$ cat src/hdl/pic_pkg.sv
// Shared constants, action codes and scan status type for the interrupt controller.
package pic_pkg;

  localparam int DEF_NUM_SOURCES   = 96;
  localparam int DEF_PRIORITY_BITS = 5;

  // Stream payload layout
  localparam int IN_TDATA_W  = 64;
  localparam int IN_TUSER_W  = 2;
  localparam int OUT_TDATA_W = 40;
  localparam int OUT_TUSER_W = 1;
  localparam int WADDR_W     = 20;
  localparam int DATA_W      = 32;
  localparam int SRC_W       = 7;

  // Action codes carried on in_tuser
  localparam logic [1:0] ACT_READ  = 2'd0;
  localparam logic [1:0] ACT_WRITE = 2'd1;
  localparam logic [1:0] ACT_RAISE = 2'd2;

  // Register map, in 32-bit word addresses (byte offset / 4)
  localparam int unsigned PRIO_WBASE   = 32'h0000_0001;
  localparam int unsigned PEND_WBASE   = 32'h0000_0400;
  localparam int unsigned EN_WBASE     = 32'h0000_0800;
  localparam int unsigned THRESH_WADDR = 32'h0008_0000;
  localparam int unsigned CLAIM_WADDR  = 32'h0008_0001;

  typedef struct packed {
    logic issue;  // scanner is reading one source per cycle
    logic done;   // one-cycle pulse, best id is final
  } scan_stat_t;

endpackage

$ cat src/hdl/platform_interrupt_controller.sv
// Top level of the interrupt controller: register file, sequencer and stream ports.
//
// Usage: every input transfer is one step - a bus read, a bus write, or a
// source raising its request (kind on in_tuser). Every step gives exactly
// one output transfer: read data, the hart interrupt line after the step,
// and a bad-address flag on out_tuser.
// After reset the block runs a clearing sweep over the priority RAM, one
// entry per cycle, with in_tready low.
// Every step ends with a full priority scan for the hart line, which reads
// the priority RAM one source per cycle through its single read port and
// one comparator; a priority read first waits for the RAM read data, and a
// claim read runs two scans (pick the winner, then recompute the line).
// One step is in flight at a time, so the next input transfer is taken
// only after the previous step has finished.
// in_tready is high only when the sequencer is idle. The result sits in an
// output register; if the receiver stalls, the next step still runs, then
// waits with in_tready low until that register has been handed off.
module platform_interrupt_controller #(
  parameter int NUM_SOURCES   = pic_pkg::DEF_NUM_SOURCES,
  parameter int PRIORITY_BITS = pic_pkg::DEF_PRIORITY_BITS
) (
  input  logic                            clk,
  input  logic                            rst_n,
  input  logic                            in_tvalid,
  output logic                            in_tready,
  // [21:0] address, [53:22] write_data, [60:54] source_id, rest zero
  input  logic [pic_pkg::IN_TDATA_W-1:0]  in_tdata,
  // [1:0] action
  input  logic [pic_pkg::IN_TUSER_W-1:0]  in_tuser,
  output logic                            out_tvalid,
  input  logic                            out_tready,
  // [31:0] read_data, [32] irq_out, rest zero
  output logic [pic_pkg::OUT_TDATA_W-1:0] out_tdata,
  // [0] bad_address
  output logic [pic_pkg::OUT_TUSER_W-1:0] out_tuser
);
  import pic_pkg::*;

  // ids are at least 6 bits so an id always splits into word and bit parts
  localparam int IDX_W      = ($clog2(NUM_SOURCES) > 6) ? $clog2(NUM_SOURCES) : 6;
  localparam int WIDX_W     = IDX_W - 5;
  localparam int VEC_W      = 1 << IDX_W;
  localparam int WORD_COUNT = (NUM_SOURCES + 31) / 32;
  localparam int RAM_AW     = $clog2(NUM_SOURCES);
  // bits of real sources 1..NUM_SOURCES-1
  localparam logic [VEC_W-1:0] SRC_MASK =
    ((VEC_W'(1) << NUM_SOURCES) - VEC_W'(1)) & ~VEC_W'(1);
  localparam logic [RAM_AW-1:0] CLR_LAST = RAM_AW'(NUM_SOURCES - 1);

  localparam logic [2:0] ST_CLEAR  = 3'd0;
  localparam logic [2:0] ST_IDLE   = 3'd1;
  localparam logic [2:0] ST_EXEC   = 3'd2;
  localparam logic [2:0] ST_RDWAIT = 3'd3;
  localparam logic [2:0] ST_SCAN1  = 3'd4;
  localparam logic [2:0] ST_SCAN2  = 3'd5;
  localparam logic [2:0] ST_DONE   = 3'd6;

  logic [2:0]               state_r, state_nxt;
  logic [RAM_AW-1:0]        clr_cnt_r, clr_cnt_nxt;

  // architectural state (flat bit vectors, one bit per source id)
  logic [VEC_W-1:0]         pend_r, pend_nxt;
  logic [VEC_W-1:0]         en_r, en_nxt;
  logic [VEC_W-1:0]         isv_r, isv_nxt;
  logic [PRIORITY_BITS-1:0] thr_r, thr_nxt;

  // current step
  logic [1:0]               it_act_r;
  logic [WADDR_W-1:0]       it_waddr_r;
  logic [DATA_W-1:0]        it_wdata_r;
  logic [SRC_W-1:0]         it_src_r;
  logic [DATA_W-1:0]        rd_r, rd_nxt;
  logic                     bad_r, bad_nxt;
  logic                     irq_r, irq_nxt;

  // output register
  logic                     out_valid_r;
  logic [DATA_W-1:0]        out_rd_r;
  logic                     out_irq_r;
  logic                     out_bad_r;
  logic                     out_free;

  logic                     in_xfer;
  logic [31:0]              wa;
  logic                     is_bus, is_wr;
  logic                     hit_prio, hit_pend, hit_en, hit_thr, hit_claim;
  logic [IDX_W-1:0]         bus_id;
  logic [WIDX_W-1:0]        bus_widx, rd_widx;
  logic                     src_ok, data_ok;
  logic [IDX_W-1:0]         src_idx, data_idx;
  logic [31:0]              pend_word, en_word, pe_word;

  logic                     ram_we;
  logic [RAM_AW-1:0]        ram_waddr, ram_raddr;
  logic [PRIORITY_BITS-1:0] ram_wdata, ram_rdata;

  scan_stat_t               sc_stat;
  logic                     sc_start;
  logic                     cand_ok;
  logic [IDX_W-1:0]         scan_id, best_id;

  assign in_tready = (state_r == ST_IDLE);
  assign in_xfer   = in_tvalid && in_tready;
  assign out_free  = !out_valid_r || out_tready;

  // address decode of the held step
  assign wa        = 32'(it_waddr_r);
  assign is_bus    = (it_act_r == ACT_READ) || (it_act_r == ACT_WRITE);
  assign is_wr     = (it_act_r == ACT_WRITE);
  assign hit_prio  = (wa >= PRIO_WBASE) && (wa < NUM_SOURCES);
  assign hit_pend  = (wa >= PEND_WBASE) && (wa < PEND_WBASE + WORD_COUNT);
  assign hit_en    = (wa >= EN_WBASE) && (wa < EN_WBASE + WORD_COUNT);
  assign hit_thr   = (wa == THRESH_WADDR);
  assign hit_claim = (wa == CLAIM_WADDR);
  assign bus_id    = it_waddr_r[IDX_W-1:0];
  // word bases have zero low bits, so the word index is the low address bits
  assign bus_widx  = it_waddr_r[WIDX_W-1:0];

  assign src_ok    = (it_src_r != '0) && (32'(it_src_r) < NUM_SOURCES);
  assign src_idx   = IDX_W'(it_src_r);
  assign data_ok   = (it_wdata_r != '0) && (it_wdata_r < NUM_SOURCES);
  assign data_idx  = it_wdata_r[IDX_W-1:0];

  // one shared word read port: scanner while issuing, bus otherwise
  assign rd_widx   = sc_stat.issue ? scan_id[IDX_W-1:5] : bus_widx;
  assign pend_word = pend_r[{rd_widx, 5'b0} +: 32];
  assign en_word   = en_r[{rd_widx, 5'b0} +: 32];
  assign pe_word   = pend_word & en_word;
  assign cand_ok   = pe_word[scan_id[4:0]];

  // priority RAM ports
  assign ram_we    = (state_r == ST_CLEAR) ||
                     ((state_r == ST_EXEC) && is_wr && hit_prio);
  assign ram_waddr = (state_r == ST_CLEAR) ? clr_cnt_r : bus_id[RAM_AW-1:0];
  assign ram_wdata = (state_r == ST_CLEAR) ? '0 : it_wdata_r[PRIORITY_BITS-1:0];
  assign ram_raddr = sc_stat.issue ? scan_id[RAM_AW-1:0] : bus_id[RAM_AW-1:0];

  pic_ram #(
    .WIDTH (PRIORITY_BITS),
    .DEPTH (NUM_SOURCES)
  ) u_prio_ram (
    .clk   (clk),
    .we    (ram_we),
    .waddr (ram_waddr),
    .wdata (ram_wdata),
    .raddr (ram_raddr),
    .rdata (ram_rdata)
  );

  pic_scan #(
    .NUM_SOURCES   (NUM_SOURCES),
    .PRIORITY_BITS (PRIORITY_BITS),
    .IDX_W         (IDX_W)
  ) u_scan (
    .clk      (clk),
    .rst_n    (rst_n),
    .start    (sc_start),
    .thr      (thr_nxt),
    .cand_ok  (cand_ok),
    .prio     (ram_rdata),
    .stat     (sc_stat),
    .issue_id (scan_id),
    .best_id  (best_id)
  );

  // sequencer and register file updates
  always_comb begin
    state_nxt   = state_r;
    clr_cnt_nxt = clr_cnt_r;
    pend_nxt    = pend_r;
    en_nxt      = en_r;
    isv_nxt     = isv_r;
    thr_nxt     = thr_r;
    rd_nxt      = rd_r;
    bad_nxt     = bad_r;
    irq_nxt     = irq_r;
    sc_start    = 1'b0;
    unique case (state_r)
      ST_CLEAR: begin
        clr_cnt_nxt = clr_cnt_r + RAM_AW'(1);
        if (clr_cnt_r == CLR_LAST) begin
          state_nxt = ST_IDLE;
        end
      end
      ST_IDLE: begin
        if (in_xfer) begin
          state_nxt = ST_EXEC;
        end
      end
      ST_EXEC: begin
        rd_nxt    = '0;
        bad_nxt   = is_bus && !(hit_prio || hit_pend || hit_en || hit_thr || hit_claim);
        state_nxt = ST_SCAN2;
        sc_start  = 1'b1;
        if (it_act_r == ACT_RAISE) begin
          // raise from an in-service source is dropped
          if (src_ok && !isv_r[src_idx]) begin
            pend_nxt[src_idx] = 1'b1;
          end
        end else if (is_bus) begin
          if (hit_prio) begin
            if (!is_wr) begin
              state_nxt = ST_RDWAIT;
              sc_start  = 1'b0;
            end
          end else if (hit_pend) begin
            if (is_wr) begin
              pend_nxt[{bus_widx, 5'b0} +: 32] =
                it_wdata_r & SRC_MASK[{bus_widx, 5'b0} +: 32];
            end else begin
              rd_nxt = pend_word;
            end
          end else if (hit_en) begin
            if (is_wr) begin
              en_nxt[{bus_widx, 5'b0} +: 32] =
                it_wdata_r & SRC_MASK[{bus_widx, 5'b0} +: 32];
            end else begin
              rd_nxt = en_word;
            end
          end else if (hit_thr) begin
            if (is_wr) begin
              thr_nxt = it_wdata_r[PRIORITY_BITS-1:0];
            end else begin
              rd_nxt = 32'(thr_r);
            end
          end else if (hit_claim) begin
            if (is_wr) begin
              if (data_ok) begin
                isv_nxt[data_idx] = 1'b0;
              end
            end else begin
              state_nxt = ST_SCAN1;
            end
          end
        end
      end
      ST_RDWAIT: begin
        rd_nxt    = 32'(ram_rdata);
        sc_start  = 1'b1;
        state_nxt = ST_SCAN2;
      end
      ST_SCAN1: begin
        if (sc_stat.done) begin
          rd_nxt = 32'(best_id);
          if (best_id != '0) begin
            pend_nxt[best_id] = 1'b0;
            isv_nxt[best_id]  = 1'b1;
          end
          sc_start  = 1'b1;
          state_nxt = ST_SCAN2;
        end
      end
      ST_SCAN2: begin
        if (sc_stat.done) begin
          irq_nxt   = (best_id != '0);
          state_nxt = ST_DONE;
        end
      end
      ST_DONE: begin
        if (out_free) begin
          state_nxt = ST_IDLE;
        end
      end
      default: begin
        state_nxt = ST_IDLE;
      end
    endcase
  end

  always_ff @(posedge clk) begin
    if (!rst_n) begin
      state_r     <= ST_CLEAR;
      clr_cnt_r   <= '0;
      pend_r      <= '0;
      en_r        <= '0;
      isv_r       <= '0;
      thr_r       <= '0;
      out_valid_r <= 1'b0;
    end else begin
      state_r   <= state_nxt;
      clr_cnt_r <= clr_cnt_nxt;
      pend_r    <= pend_nxt;
      en_r      <= en_nxt;
      isv_r     <= isv_nxt;
      thr_r     <= thr_nxt;
      if ((state_r == ST_DONE) && out_free) begin
        out_valid_r <= 1'b1;
      end else if (out_tready) begin
        out_valid_r <= 1'b0;
      end
    end
  end

  always_ff @(posedge clk) begin
    rd_r  <= rd_nxt;
    bad_r <= bad_nxt;
    irq_r <= irq_nxt;
    if (in_xfer) begin
      it_act_r   <= in_tuser;
      it_waddr_r <= in_tdata[21:2];
      it_wdata_r <= in_tdata[53:22];
      it_src_r   <= in_tdata[60:54];
    end
    if ((state_r == ST_DONE) && out_free) begin
      out_rd_r  <= rd_r;
      out_irq_r <= irq_r;
      out_bad_r <= bad_r;
    end
  end

  assign out_tvalid = out_valid_r;
  assign out_tdata  = {7'b0, out_irq_r, out_rd_r};
  assign out_tuser  = out_bad_r;

  // no bit for source zero or past the last source is ever set
  a_src_mask: assert property (@(posedge clk) disable iff (!rst_n)
    ((pend_r & ~SRC_MASK) == '0) && ((en_r & ~SRC_MASK) == '0) &&
    ((isv_r & ~SRC_MASK) == '0))
    else $error("bit set outside the source range");

  // a granted claim moves the source from pending to in service
  a_claim: assert property (@(posedge clk) disable iff (!rst_n)
    ((state_r == ST_SCAN1) && sc_stat.done && (best_id != '0)) |=>
      (isv_r[$past(best_id)] && !pend_r[$past(best_id)]))
    else $error("claimed source not marked in service");

  // priority RAM is written only by the clear sweep or a bus write
  a_ram_we: assert property (@(posedge clk) disable iff (!rst_n)
    ram_we |-> ((state_r == ST_CLEAR) || (state_r == ST_EXEC)))
    else $error("priority RAM written outside clear or execute");

  // scanner owns the RAM read port only during the scan states
  a_scan_state: assert property (@(posedge clk) disable iff (!rst_n)
    sc_stat.issue |-> ((state_r == ST_SCAN1) || (state_r == ST_SCAN2)))
    else $error("scan running outside a scan state");

endmodule

$ cat src/hdl/pic_ram.sv
// Generic single-write, single-read RAM with registered read data.
module pic_ram #(
  parameter int WIDTH = 8,
  parameter int DEPTH = 64
) (
  input  logic                     clk,
  input  logic                     we,
  input  logic [$clog2(DEPTH)-1:0] waddr,
  input  logic [WIDTH-1:0]         wdata,
  input  logic [$clog2(DEPTH)-1:0] raddr,
  output logic [WIDTH-1:0]         rdata
);

  logic [WIDTH-1:0] mem [DEPTH];
  logic [WIDTH-1:0] rdata_r;

  always_ff @(posedge clk) begin
    if (we) begin
      mem[waddr] <= wdata;
    end
    rdata_r <= mem[raddr];
  end

  assign rdata = rdata_r;

endmodule

$ cat src/hdl/pic_scan.sv
// Priority scanner: walks source ids one per cycle through a single compare unit.
module pic_scan #(
  parameter int NUM_SOURCES   = 96,
  parameter int PRIORITY_BITS = 5,
  parameter int IDX_W         = 7
) (
  input  logic                     clk,
  input  logic                     rst_n,
  input  logic                     start,
  input  logic [PRIORITY_BITS-1:0] thr,
  input  logic                     cand_ok,   // pending & enabled for issue_id
  input  logic [PRIORITY_BITS-1:0] prio,      // RAM data for the id issued the cycle before
  output pic_pkg::scan_stat_t      stat,
  output logic [IDX_W-1:0]         issue_id,
  output logic [IDX_W-1:0]         best_id
);
  import pic_pkg::*;

  localparam logic [IDX_W-1:0] LAST_ID = IDX_W'(NUM_SOURCES - 1);

  logic [IDX_W-1:0]         cnt_r;
  logic                     iss_r;
  logic                     chk_r;
  logic                     chk_ok_r;
  logic [IDX_W-1:0]         chk_id_r;
  logic [IDX_W-1:0]         best_id_r;
  logic [PRIORITY_BITS-1:0] best_pri_r;
  logic                     done_r;

  always_ff @(posedge clk) begin
    if (!rst_n) begin
      iss_r  <= 1'b0;
      chk_r  <= 1'b0;
      done_r <= 1'b0;
    end else begin
      done_r <= chk_r && (chk_id_r == LAST_ID);
      if (start) begin
        iss_r <= 1'b1;
        chk_r <= 1'b0;
      end else begin
        chk_r <= iss_r;
        if (iss_r && (cnt_r == LAST_ID)) begin
          iss_r <= 1'b0;
        end
      end
    end
  end

  // strict compare keeps the lowest id on ties
  always_ff @(posedge clk) begin
    if (start) begin
      cnt_r      <= IDX_W'(1);
      best_id_r  <= '0;
      best_pri_r <= thr;
    end else begin
      if (iss_r) begin
        cnt_r    <= cnt_r + IDX_W'(1);
        chk_ok_r <= cand_ok;
        chk_id_r <= cnt_r;
      end
      if (chk_r && chk_ok_r && (prio > best_pri_r)) begin
        best_id_r  <= chk_id_r;
        best_pri_r <= prio;
      end
    end
  end

  assign issue_id   = cnt_r;
  assign best_id    = best_id_r;
  assign stat.issue = iss_r;
  assign stat.done  = done_r;

endmodule

$ cat config.mk
export PLATFORM = sky130hd
export DESIGN_NAME = platform_interrupt_controller
export DESIGN_NICKNAME = d
export VERILOG_FILES = /design/src/hdl/pic_pkg.sv /design/src/hdl/platform_interrupt_controller.sv /design/src/hdl/pic_ram.sv /design/src/hdl/pic_scan.sv
export SDC_FILE = /design/constraint.sdc
export NUM_CORES = 2
export LEC_CHECK = 0
export BUFFER_PORTS_ARGS = -buffer_cell sky130_fd_sc_hd__buf_2
export CAP_MARGIN = 10
export CORE_ASPECT_RATIO = 1.4
export CORE_MARGIN = 3
export CORE_UTILIZATION = 48
export CTS_CLUSTER_DIAMETER = 60
export DETAILED_ROUTE_END_ITERATION = 8
export GPL_ROUTABILITY_DRIVEN = 0
export PLACE_DENSITY = 0.76
export SYNTH_ARGS = -nofsm -noshare
export SYNTH_HDL_FRONTEND = slang
export SYNTH_SLANG_ARGS = --single-unit
$ cat constraint.sdc
create_clock -name clk -period 4.4 [get_ports clk]
set_clock_uncertainty 0.1 [all_clocks]
set_input_delay 0.88 -clock clk [delete_from_list [all_inputs] [get_ports clk]]
set_output_delay 0.88 -clock clk [all_outputs]
set_load 0.01 [all_outputs]
Word level (Yosys, flattened, before mapping)
Memory sizes are Yosys's and may differ from the RTL's. A register that Yosys moved wholly into a read port is not among the register bits.
Cells that the tools add are included.

storage, ports and cells
  register bits after elaboration = 559
  logic and storage cells = 227
  bits in latches = 0
  bits of input ports = 70
  memory bits (writable) = 480
  memories = 1
  bits in read-only memories = 0

cells by class
  multiply operators = 0
  shift-type cells = 5
  reductions and logical operators = 46
  muxes and demuxes = 85
  equal/unequal tests = 33
  bitwise gates (word level) = 13
  div/mod/pow operators = 0
  magnitude comparators = 16
  add/sub/neg operators = 3

memory list
  memory          words  width  read ports  clocked after memory_dff  write ports  RTL line       source
  u_prio_ram.mem  96     5      1           1                         1            pic_ram.sv:14  logic [WIDTH-1:0] mem [DEPTH];

operator list
  cell                       number
  $mux 128                   19
  $pmux 128 s2               2
  $and 128x128->128          2
  $bwmux 128                 2
  $mux 32                    8
  $not 128->128              2
  $or 128x128->128           2
  $shiftx 128x8->32          2
  $shift 32x9->128 const A   1
  $shiftx 128x8->32 const A  1
  $shiftx 32x9->128          1
  $pmux 32 s3                1
  $mux 5                     13
  $and 32x32->32             2
  $eq 20x20->1 const B       2
  $lt 32x7->1 const B        1
  $reduce_bool 32->1         1
  $mux 3                     9
  $lt 7x8->1 const B         3
  $ne 2x2->1 const B         11
  $demux 1 s7                3
  $eq 7x7->1 const B         3
  $ge 7x1->1 const B         3
  $mux 1                     21
  39 further kinds           86

Longest topological paths before layout
  depth in word-level cells = 16
  mapped depth = 12
  mapped depth without buffers = 9

Cells and area by module
A second synthesis with hierarchy kept.

unflattened totals
  cell total of the unflattened synthesis = 3900
  area total of the unflattened synthesis = 46052.9 um2

by module, submodules not included
  module                         area an instance (um2)  sequential area each (um2)  cells each  instances
  platform_interrupt_controller  25675.9                 11240.8                     2845        1
  pic_ram                        19063.3                 14513.9                     942         1
  pic_scan                       1313.8                  730.7                       113         1

Worst setup path after synthesis
OpenSTA, ideal clock, no wires.

  kind = flip-flop to flip-flop
  start = register state_r[0]
  end = memory u_prio_ram.mem[0][2] in the netlist's numbering (data pin)
  clock period less this slack = 4.079 ns
  arrival time = 3.330 ns
  path slack = 0.321 ns
  library setup time = 0.649 ns
  stages on the path, launching flop included = 6
  buffers on the path = 3
  path through = dfxtp_1 > clkbuf_1 > nor3_1 > clkbuf_1 > clkbuf_1 > nor2_1

on the way
  word-level cells in the longest chain between the ends = 2

RTL lines
  element                 RTL line                              source
  from (decl)             platform_interrupt_controller.sv:58   logic [2:0] state_r, state_nxt;
  from (signal assigned)  platform_interrupt_controller.sv:280  state_r <= state_nxt;
  $logic_not 3->1         platform_interrupt_controller.sv:135  assign ram_wdata = (state_r == ST_CLEAR) ? '0 : it_wdata_r[PRIORITY_BITS-1:0];
  $mux 5                  platform_interrupt_controller.sv:135
  via ram_wdata[2]        platform_interrupt_controller.sv:95   logic [PRIORITY_BITS-1:0] ram_wdata, ram_rdata;
  to (decl)               pic_ram.sv:14

The timed path passes the listed nets, and every way through them passes these cells.

Final worst setup path
  start = register it_src_r[0]
  end = register pend_r[43]

on the way
  word-level cells in the longest chain between the ends = 8
  elaborated cells on any way between the ends = 18

RTL lines
  element                                                                RTL line                              source
  from (decl)                                                            platform_interrupt_controller.sv:71   logic [SRC_W-1:0] it_src_r;
  from (signal assigned)                                                 platform_interrupt_controller.sv:302  it_src_r <= in_tdata[60:54];
  $lt 7x8->1 (implied by the code) / $ge 7x1->1 (equally long branches)  platform_interrupt_controller.sv:198  pend_nxt[src_idx] = 1'b1;
  $logic_and 1x1->1 (implied by the code)                                platform_interrupt_controller.sv:198
  $mux 1 (implied by the code)                                           platform_interrupt_controller.sv:198
  $demux 1 s7                                                            platform_interrupt_controller.sv:198
  $or 128x128->128 (no source line)                                      n/a
  $mux 128                                                               platform_interrupt_controller.sv:197  if (src_ok && !isv_r[src_idx]) begin
  $mux 128                                                               platform_interrupt_controller.sv:195  if (it_act_r == ACT_RAISE) begin
  $pmux 128 s2                                                           platform_interrupt_controller.sv:178  unique case (state_r)
  to (signal assigned)                                                   platform_interrupt_controller.sv:282  pend_r <= pend_nxt;
  to (decl)                                                              platform_interrupt_controller.sv:62   logic [VEC_W-1:0] pend_r, pend_nxt;

Several ways; a longest one is shown, not always the timed one. The select of a mux whose other input is x is not followed.
A chain may end at the register's enable or synchronous reset.

==> reports/summary.txt <==
========================================================================================================
Run status                                                                                  complete, no violations
Maximum number of pins on one net before global-route repair                                         239
Standard-cell rows                                                                                   133
Fin crit period                                                                                  3.94 ns
Quantity of hold-fixing buffers added after cts                                                        0
Post-DP Area                                                                                   47500 µm²
Number of cells in the design after placement                                                       5112
Register cell area after layout                                                                26500 µm²
Measured slew at the worst slew-check pin                                                        1.21 ns
Critical-path cell list                                                                     buf_4 -> mux2i_1 -> o22ai_1 -> o21ai_0 -> a41oi_1 -> nor4_1 -> buf_4 -> o21ai_2 -> buf_4 -> o32ai_1
Maximum clock insertion buffer count                                                                   3
Total area of multi-input combinational cells                                                  17800 µm²
RSZ-0062 raised after global routing                                                                  no
Via count normalized by instance count                                                              6.53
Primary flip-flop cell chosen by synthesis mapping                                          sky130_fd_sc_hd__edfxtp_1
Clock tree from TritonCTS                                                                           done
Initial cell density of the core                                                                   48.5%
Total power of the final layout                                                                 0.0261 W
Detailed Route Iter0 Violations                                                                     5100
Number of failing setup endpoints in the final timing report                                           0
Most common cell type on the critical path                                                  sky130_fd_sc_hd__buf_4
Hold violation total from the final report                                                             0
Switching power total                                                                          0.00855 W
Number of max-slew violations in the final report                                                      0
DIE WIDTH                                                                                         267 µm
Combinational Power Share                                                                          23.7%
Worst slew margin relative to its limit                                                            19.2%
Maximum fanout along the worst path                                                                   21
Clock latency on the worst-skew pair                                                             0.72 ns
Final instance area                                                                            50700 µm²
Sort of element at the start of the critical path                                              flip-flop
Number of antenna violations at the first check in global routing                                      8
Number of synthesized flops with an enable pin                                                       622
Cells resized by post-CTS repair                                                                       0
Vias in the first global route                                                                     33700
First-pass GRT wire length                                                                     208000 µm
Cell area power density                                                                       515 nW/µm²
Total setup buffers inserted after CTS                                                                 0
Mean routed wirelength per cell                                                                  26.4 µm
Chip Height                                                                                       371 µm
Share of synthesized flip-flops with an asynchronous set or reset                                     0%
Area growth, synth to finish                                                                       11.1%
Total negative setup slack                                                                          0 ns
I/O pin count                                                                                        113
Library cell contributing the largest single delay on the critical path                     sky130_fd_sc_hd__edfxtp_1
Sw Share                                                                                           32.7%
Max H-tree Level                                                                                       3
Vias post-DR                                                                                       34500
Post-CTS clock slew at the launch and capture registers of the worst setup and hold paths        0.06 ns
Root buf cell                                                                               sky130_fd_sc_hd__clkbuf_16
GRT Residual Overflow                                                                                  0
Worst EP arrival                                                                                 4.36 ns
Core area                                                                                      94000 µm²
Endpoint required time on the critical path                                                      4.82 ns
Total routing usage reported by global routing                                                     28.0%
Internal Pwr Total                                                                              0.0176 W
Die Area                                                                                       98800 µm²
Post-detailed-placement half-perimeter wirelength                                               86800 µm
Ratio of cells with drive above 1 in the final layout                                              14.7%
Tcrit/Tclk final                                                                                   89.5%
Highest cell delay on the worst timing path                                                      0.93 ns
Critical path class                                                                           reg -> reg
Fillers                                                                                             7651
Cell variety after synth                                                                              68
Cells after synthesis                                                                               4025
Number of nets in the final layout                                                                  4076
Max-cap check violation count                                                                          0
Cts bufs inserted                                                                                     94
Warnings from Yosys                                                                                    0
Leak pwr                                                                                         16.1 nW
Detail Route Antenna Nets                                                                              0
Hold_ws                                                                                         0.245 ns
DRT Wirelength                                                                                 139000 µm
Drt first pass iters                                                                                   8
Count of clock tree sinks                                                                           1012
Worst Setup End Kind                                                                           flip-flop
Fmax achieved                                                                                    254 MHz
Relative contribution of sequential cells to total power                                           44.4%
Peak supply drop                                                                                0.453 mV
Finished Layout Cells                                                                               5290
Number of remaining DRC errors                                                                         0
Number of port buffers                                                                               100
Post-synth design cell area                                                                    45600 µm²
Clock network fraction of design power                                                             31.9%
Mean instance size in the synthesized netlist                                                   11.3 µm²
Yosys reg bits                                                                                      1012
Path class of the lowest-slack min-delay path                                                  in -> reg
Sequential fraction of the synthesis area                                                          58.1%
========================================================================================================
## logic make-up after synthesis
| group | after synthesis | share of synthesized area, % |
|---|---|---|
| DFF | 1012 | 58.1 |
| and+or+nand+nor | 1270 | 12.4 |
| xor gates and xnor gates | 10 | 0.192 |
| adders and majority gates | 13 | 0.357 |
| muxes | 299 | 11.6 |
| buffers and inverters | 371 | 3.35 |
| other | 1 | 0.00822 |
| AOI/OAI and AO/OA | 1049 | 14.0 |
## cell type report
class	instances	area share, %
clock buffer	117	5.12
timing repair buffer	220	3.17
tap	1215	3.00
sequential	1012	52.3
multi-input combinational	2648	35.1
inverter	17	0.136
antenna	1	0.00494
clock inverter	60	1.18
## layer usage
layer / vias to the layer above / global-route usage, % / wire [µm] / part of all wire, %
met2: 2298 / 44.9 / 65700 / 47
met5: - / 0 / 15 / 0.011
met3: 637 / 6.61 / 14300 / 10
li1: 15000 / - / - / -
met4: 2 / 22.5 / 13000 / 9.3
met1: 16600 / 32.0 / 46500 / 33
## layout by cell type, fill, tap and decap left out, types with 8 or more instances in the layout
cell type | Yosys | routed
sky130_fd_sc_hd__o21ai_0 | 294 | 294
sky130_fd_sc_hd__clkbuf_1 | 256 | 13
sky130_fd_sc_hd__clkbuf_16 | 0 | 99
sky130_fd_sc_hd__o22ai_1 | 26 | 26
sky130_fd_sc_hd__nor3_1 | 21 | 19
sky130_fd_sc_hd__dfxtp_1 | 390 | 390
sky130_fd_sc_hd__a211oi_1 | 26 | 26
sky130_fd_sc_hd__nor2_1 | 201 | 199
sky130_fd_sc_hd__and2_1 | 66 | 60
sky130_fd_sc_hd__nor2b_1 | 24 | 23
sky130_fd_sc_hd__o2bb2ai_1 | 93 | 93
sky130_fd_sc_hd__and3_1 | 12 | 12
sky130_fd_sc_hd__or3_1 | 9 | 9
sky130_fd_sc_hd__buf_12 | 0 | 16
sky130_fd_sc_hd__clkinvlp_4 | 0 | 10
sky130_fd_sc_hd__inv_1 | 16 | 16
sky130_fd_sc_hd__nand2b_1 | 23 | 23
sky130_fd_sc_hd__a31oi_1 | 27 | 26
sky130_fd_sc_hd__nor4_1 | 9 | 9
sky130_fd_sc_hd__mux4_2 | 184 | 184
sky130_fd_sc_hd__mux2i_1 | 114 | 108
sky130_fd_sc_hd__ha_1 | 13 | 13
sky130_fd_sc_hd__edfxtp_1 | 622 | 622
sky130_fd_sc_hd__a21oi_1 | 395 | 395
sky130_fd_sc_hd__clkinv_1 | 0 | 13
sky130_fd_sc_hd__o32ai_1 | 97 | 97
sky130_fd_sc_hd__nand2_1 | 681 | 681
sky130_fd_sc_hd__a221oi_1 | 8 | 8
sky130_fd_sc_hd__a22oi_1 | 35 | 35
sky130_fd_sc_hd__nand3b_1 | 20 | 20
sky130_fd_sc_hd__clkinv_2 | 0 | 16
sky130_fd_sc_hd__buf_2 | 47 | 99
sky130_fd_sc_hd__nand3_1 | 151 | 151
sky130_fd_sc_hd__buf_4 | 14 | 104
## synth_stat cells (7+ instances only)
cell type	instances	share of area [%]
sky130_fd_sc_hd__a211oi_1	26	0.43
sky130_fd_sc_hd__a21oi_1	395	4.3
sky130_fd_sc_hd__a221oi_1	8	0.15
sky130_fd_sc_hd__a22oi_1	35	0.58
sky130_fd_sc_hd__a31oi_1	27	0.37
sky130_fd_sc_hd__and2_1	66	0.91
sky130_fd_sc_hd__and3_1	12	0.16
sky130_fd_sc_hd__buf_1	34	0.28
sky130_fd_sc_hd__buf_2	47	0.52
sky130_fd_sc_hd__buf_4	14	0.23
sky130_fd_sc_hd__clkbuf_1	256	2.1
sky130_fd_sc_hd__dfxtp_1	390	17
sky130_fd_sc_hd__edfxtp_1	622	41
sky130_fd_sc_hd__ha_1	13	0.36
sky130_fd_sc_hd__inv_1	16	0.13
sky130_fd_sc_hd__mux2i_1	114	2.5
sky130_fd_sc_hd__mux4_2	184	9.1
sky130_fd_sc_hd__nand2_1	681	5.6
sky130_fd_sc_hd__nand2b_1	23	0.32
sky130_fd_sc_hd__nand3_1	151	1.7
sky130_fd_sc_hd__nand3b_1	20	0.33
sky130_fd_sc_hd__nand4_1	7	0.096
sky130_fd_sc_hd__nor2_1	201	1.7
sky130_fd_sc_hd__nor2b_1	24	0.33
sky130_fd_sc_hd__nor3_1	21	0.23
sky130_fd_sc_hd__nor3b_1	8	0.13
sky130_fd_sc_hd__nor4_1	9	0.12
sky130_fd_sc_hd__o21ai_0	294	3.2
sky130_fd_sc_hd__o22ai_1	26	0.36
sky130_fd_sc_hd__o2bb2ai_1	93	1.8
sky130_fd_sc_hd__o32ai_1	97	1.9
sky130_fd_sc_hd__or2_2	7	0.096
sky130_fd_sc_hd__or3_1	9	0.12
## state kept, by name, indices dropped and copies added, names as in the netlist, 2 cells and up
register / flops
u_prio_ram.mem: 480
en_r: 128
pend_r: 128
isv_r: 96
it_wdata_r: 32
out_rd_r: 32
rd_r: 32
it_waddr_r: 20
clr_cnt_r: 7
it_src_r: 7
u_scan.best_id: 7
u_scan.chk_id_r: 7
u_scan.issue_id: 7
thr_r: 5
u_prio_ram.rdata: 5
u_scan.best_pri_r: 5
state_r: 3
it_act_r: 2
## stage by stage
step	util, %	worst slack, ns
5_1_grt	53.9	0.319
2_1_floorplan	-	0.321
6_report	53.9	0.462
3_3_place_gp	50.5	0.671
3_5_place_dp	50.5	0.643
4_1_cts	53.9	0.555
## path summary, 6_finish.rpt
check                         start                       to  slack (ns)  cells after the start
max           it_src_r[0]$_DFFE_PP_  pend_r[43]$_SDFFE_PN0P_        0.46                     10
min reg2reg  rd_r[24]$_SDFFCE_PP0P_   out_rd_r[24]$_DFFE_PP_        0.32                      0
min                     in_tdata[6]  it_waddr_r[4]$_DFFE_PP_        0.25                      1
max reg2reg   it_src_r[0]$_DFFE_PP_  pend_r[43]$_SDFFE_PN0P_        0.46                     10
## worst max-delay path: cells and delay by family, from the launching register on
family	cells	cell delay, ns
mux	1	0.11
flops	1	0.93
simple gates	1	0.11
buf+inv	3	0.99
compound gates	5	1.56
## power by group through the flow
stage | logic [W] | registers, W | clock network (W)
detailed placement | 0.00599 | 0.0118 | 0
floorplan | 0.00398 | 0.0115 | 0
global placement | 0.00584 | 0.0118 | 0
global route | 0.00654 | 0.0116 | 0.00879
CTS | 0.00603 | 0.0116 | 0.00845
finish | 0.00619 | 0.0116 | 0.00834
Note: power is estimated with default switching activity, not from simulation.
